==> src/rtl/brf_pkg.sv <==
package brf_pkg;

    localparam int BRF_DEPTH_DEF = 1024;

    localparam int RING_W   = 11;
    localparam int FUNC_W   = 3;
    localparam int BYTE_W   = 8;
    localparam int AMT_W    = 10;
    localparam int STATUS_W = 2;
    localparam int COUNT_W  = 10;

    localparam logic [RING_W-1:0] RING_SIZE_RESET = 11'd1024;

    // Operation codes carried by func.
    localparam logic [FUNC_W-1:0] FN_WRITE  = 3'd0;
    localparam logic [FUNC_W-1:0] FN_READ   = 3'd1;
    localparam logic [FUNC_W-1:0] FN_PEEK   = 3'd2;
    localparam logic [FUNC_W-1:0] FN_ADV_WR = 3'd3;
    localparam logic [FUNC_W-1:0] FN_ADV_RD = 3'd4;

    // Result status codes.
    localparam logic [STATUS_W-1:0] ST_OK    = 2'd0;
    localparam logic [STATUS_W-1:0] ST_OVER  = 2'd1;
    localparam logic [STATUS_W-1:0] ST_UNDER = 2'd2;

    typedef struct packed {
        logic                cap_item;
        logic                exec;
        logic [STATUS_W-1:0] status;
        logic                take_data;
        logic                ram_we;
        logic                upd_wr;
        logic                upd_rd;
        logic                load_out;
    } brf_cmd_t;

    typedef struct packed {
        logic [FUNC_W-1:0] func;
        logic              full;
        logic              empty;
        logic              peek_bad;
        logic              advw_bad;
        logic              advr_bad;
        logic              out_free;
    } brf_stat_t;

endpackage

==> src/rtl/brf_ctrl.sv <==
module brf_ctrl
    import brf_pkg::*;
(
    input  logic      clk,
    input  logic      rst_n,
    input  logic      in_valid,
    output logic      in_ready,
    input  brf_stat_t stat,
    output brf_cmd_t  cmd
);

    typedef enum logic [1:0] {
        S_IDLE,
        S_EXEC,
        S_DONE
    } state_t;

    state_t state_reg;
    state_t state_next;
    logic   in_ready_reg;
    logic   in_ready_next;

    always_comb
    begin
        cmd           = '0;
        cmd.status    = ST_OK;
        state_next    = state_reg;
        in_ready_next = in_ready_reg;
        case (state_reg)
            S_IDLE:
            begin
                if (in_valid && in_ready_reg)
                begin
                    cmd.cap_item  = 1'b1;
                    state_next    = S_EXEC;
                    in_ready_next = 1'b0;
                end
            end
            S_EXEC:
            begin
                cmd.exec   = 1'b1;
                state_next = S_DONE;
                case (stat.func)
                    FN_WRITE:
                    begin
                        if (stat.full)
                        begin
                            cmd.status = ST_OVER;
                        end
                        else
                        begin
                            cmd.ram_we = 1'b1;
                            cmd.upd_wr = 1'b1;
                        end
                    end
                    FN_READ:
                    begin
                        if (stat.empty)
                        begin
                            cmd.status = ST_UNDER;
                        end
                        else
                        begin
                            cmd.take_data = 1'b1;
                            cmd.upd_rd    = 1'b1;
                        end
                    end
                    FN_PEEK:
                    begin
                        if (stat.peek_bad)
                        begin
                            cmd.status = ST_UNDER;
                        end
                        else
                        begin
                            cmd.take_data = 1'b1;
                        end
                    end
                    FN_ADV_WR:
                    begin
                        if (stat.advw_bad)
                        begin
                            cmd.status = ST_OVER;
                        end
                        else
                        begin
                            cmd.upd_wr = 1'b1;
                        end
                    end
                    FN_ADV_RD:
                    begin
                        if (stat.advr_bad)
                        begin
                            cmd.status = ST_UNDER;
                        end
                        else
                        begin
                            cmd.upd_rd = 1'b1;
                        end
                    end
                    default:
                    begin
                        cmd.status = ST_OK;
                    end
                endcase
            end
            S_DONE:
            begin
                // The result waits here until the output register is free.
                if (stat.out_free)
                begin
                    cmd.load_out  = 1'b1;
                    state_next    = S_IDLE;
                    in_ready_next = 1'b1;
                end
            end
            default:
            begin
                state_next    = S_IDLE;
                in_ready_next = 1'b1;
            end
        endcase
    end

    always_ff @(posedge clk or negedge rst_n)
    begin
        if (!rst_n)
        begin
            state_reg    <= S_IDLE;
            in_ready_reg <= 1'b1;
        end
        else
        begin
            state_reg    <= state_next;
            in_ready_reg <= in_ready_next;
        end
    end

    assign in_ready = in_ready_reg;

endmodule

==> config.mk <==
export PLATFORM = sky130hd
export DESIGN_NAME = brf_ctrl
export DESIGN_NICKNAME = d
export VERILOG_FILES = /design/src/rtl/brf_pkg.sv /design/src/rtl/brf_ctrl.sv
export SDC_FILE = /design/constraint.sdc
export NUM_CORES = 1
export LEC_CHECK = 0
export BUFFER_PORTS_ARGS = -buffer_cell sky130_fd_sc_hd__buf_2
export CORE_AREA = 2 2 39 41
export DETAILED_ROUTE_END_ITERATION = 8
export DIE_AREA = 0 0 41 43
export GPL_TIMING_DRIVEN = 0
export PLACE_DENSITY = 0.57
export SYNTH_ARGS = -nofsm -noshare
export SYNTH_HDL_FRONTEND = slang
export SYNTH_SLANG_ARGS = --single-unit
==> constraint.sdc <==
create_clock -name clk -period 0.95 [get_ports clk]
set_input_delay 0.1425 -clock clk [delete_from_list [all_inputs] [get_ports clk]]
set_output_delay 0.1425 -clock clk [all_outputs]
set_load 0.01 [all_outputs]
==> reports/results.txt <==
Net load switching power: 0.110 mW
CTS buffer count: 3
#FFs+latches synth: 3
Cell Area, Synth: 294 µm²
Commonest non-fill, non-tap cell in the layout: buf_2
Final worst-path setup slack: -0.389 ns
Die width: 41 µm
Routed len/inst: 10.5 µm
Total number of vias: 385
Pre-antenna DRT Iters: 4
Critical path type: flop to primary output
Fin crit period: 1.34 ns
Met3 Usage GRT: 4.71%
Vias in the first global route: 319
Max reg flops: 2
CTS tree: built
Filler Cells Inserted: 146
Diodes inserted: 0
Synthesized instance count: 39
Met1 Use GR: 12.0%
Die Y: 43 µm
Comb power frac: 19.4%
Pleak: 0.276 nW
Rows: 14
FF-to-FF End: state_reg[0]
CTS Buffer Depth: 2
Fraction of layout cells with a size suffix above 1: 71.0%
Clk pwr share: 51.5%
Violated checks: setup timing
Flop-to-flop setup slack: -0.06 ns
Area Overhead vs Synth: 100%
Root buf cell: clkbuf_4
DR vias/cell: 4.53
Setup-failing EPs final: 13
Max_cap viols: 0
Final cell count without fillers: 85
GRT overflow: 0
Clk_skew: 0.00293 ns
Internal power: 0.331 mW
Hold Path End: state_reg[1]
Initial antenna violation count: 0
Global routing's busiest layer: met2
Worst-path clk slew: 0.04 ns
Die area: 1760 µm²
FF-to-FF path depth: 2
Critical Path RT: 0.81 ns
Setup TNS after final layout: -3.35 ns
Initial Util: 21.2%
# nets final: 82
Antenna Nets Post-Route: 0
VDD IR max: 0.000417 V
Least-Margin Pin Slew: 0.273 ns
HP Class: primary input to flop
Relative slew margins: 81.8%
Sw frac: 25.0%
Largest net degree at the start of global routing: 10
Unrepaired setup endpoints after global routing: true
Clock Latency Late Sink: 0.24 ns
Reg-to-reg startpoint: in_ready
CP Data Arrival Time: 1.20 ns
Crit Path Max Fanout: 4
GP Congestion: 0.634
CP startpoint kind: flop
Worst Setup End Kind: primary output
Avg Inst Size Synth: 7.54 µm²
# port buffers: 20
Worst min-delay path startpoint: stat[0]
Final hold violation count: 0
Io pins: 22
HPWL after DPL: 632 µm
Status: complete, but fails checks
Core box area: 1380 µm²
CP Launch Point: state_reg[1]
Seq/Total Area, Yosys: 26.0%
DRT Wirelength: 894 µm
Pwr Density: 750 nW/µm²
Fin. max-slew vios: 0
YS warnings: 0
Syn nets: 51
Clock sinks: 3
Detailed-route DRC error count: 0
Dpl cells: 75
Most frequent cells in the layout: 17 x buf_2, 5 x buf_6, 5 x buf_4
GR Util met2: 15.6%
Cell depth of the worst hold path: 2
First-pass GRT wire length: 1.24 mm
Tot GR Track Use: 10.6%
Sequential share of power: 29.2%
DR iter-0 viols: 3
FMAX: 747 MHz
Post-route clock period utilization: 141%
Post-Place Setup Slack: -0.286 ns
Synth unique cells: 24
H-tree levels: 1
## synthesized netlist by cell type (all sizes together)
cell	count	area (µm²)
nand3b	1	7.51
inv	4	15.0
nand2b	2	12.5
nor2b	1	6.26
a21oi	5	28.8
dfstp	1	26.3
nor3b	2	20.0
or3	1	11.3
o21ai	2	10.0
nand3	1	5.00
dfrtp	2	50.1
nor2	6	22.5
nand2	3	11.3
o22a	1	8.76
nand4	1	6.26
nor4bb	2	20.0
a2bb2oi	1	8.76
nor3	1	5.00
buf	2	18.8
## metal layers
metal,share of wire [%],wire length (µm),vias to the layer above
met4,3.0,27,0
met1,39,345,165
met3,12,109,4
met5,0,0,-
met2,46,411,22
li1,-,-,194
## per-stage QoR
stage | power [mW] | cell area (µm²) | hold WS [ns] | utilization (%)
after floorplan | 0.171 | 339 | -0.153 | -
after global placement | 0.207 | 459 | -0.0565 | 33.2
after detailed placement | 0.207 | 459 | -0.0578 | 33.2
after CTS | 0.441 | 533 | 0.119 | 38.5
after global routing | 0.472 | 588 | 0.173 | 42.5
final | 0.441 | 588 | 0.155 | 42.5
## timing repair
item	CTS	global route
pin swaps	4	5
buffers inserted	3	2
hold buffers	1	0
setup endpoints to repair	10	13
endpoints found under the hold margin	3	0
resized for setup	4	9
## area by class of cell
| cell class | count | area, µm² | share of cell area, % |
|---|---|---|---|
| Clock buffer | 4 | 26.3 | 4.47 |
| Multi-Input combinational cell | 30 | 256 | 43.6 |
| Sequential cell | 3 | 78.8 | 13.4 |
| Tap cell | 16 | 20.0 | 3.40 |
| Buffer | 2 | 18.8 | 3.19 |
| Inverter | 4 | 17.5 | 2.98 |
| Timing Repair Buffer | 26 | 170 | 28.9 |
## logic make-up (layout without fill, tap and decap cells)
kind of cell	Yosys count	in the layout	share of synthesized area, %
AO/OA/AOI/OAI	9	9	19.1
buffers and inverters	6	36	11.5
flip-flops	3	3	26.0
AND/OR/NAND/NOR	21	21	43.4
## worst max-delay path by stage
stage                         to  slack (ns)
after floorplan           cmd[6]       -0.09
after global placement    cmd[6]       -0.27
after detailed placement  cmd[6]       -0.29
after CTS                 cmd[6]       -0.43
after global routing      cmd[6]       -0.44
final                     cmd[8]       -0.39
## power by group through the flow
stage | clock network [mW] | registers, mW | logic [mW]
after floorplan | 0 | 0.130 | 0.0404
after global placement | 0 | 0.130 | 0.0772
after detailed placement | 0 | 0.130 | 0.0769
after CTS | 0.232 | 0.129 | 0.0803
after global routing | 0.250 | 0.129 | 0.0934
final | 0.227 | 0.129 | 0.0855
## worst max-delay path, stage by stage, from the launching register on
cell and delay, ns:
dfrtp_2 0.40, buf_4 0.16, nor4bb_4 0.24, buf_2 0.16
Power figures use the tool's default switching activity.
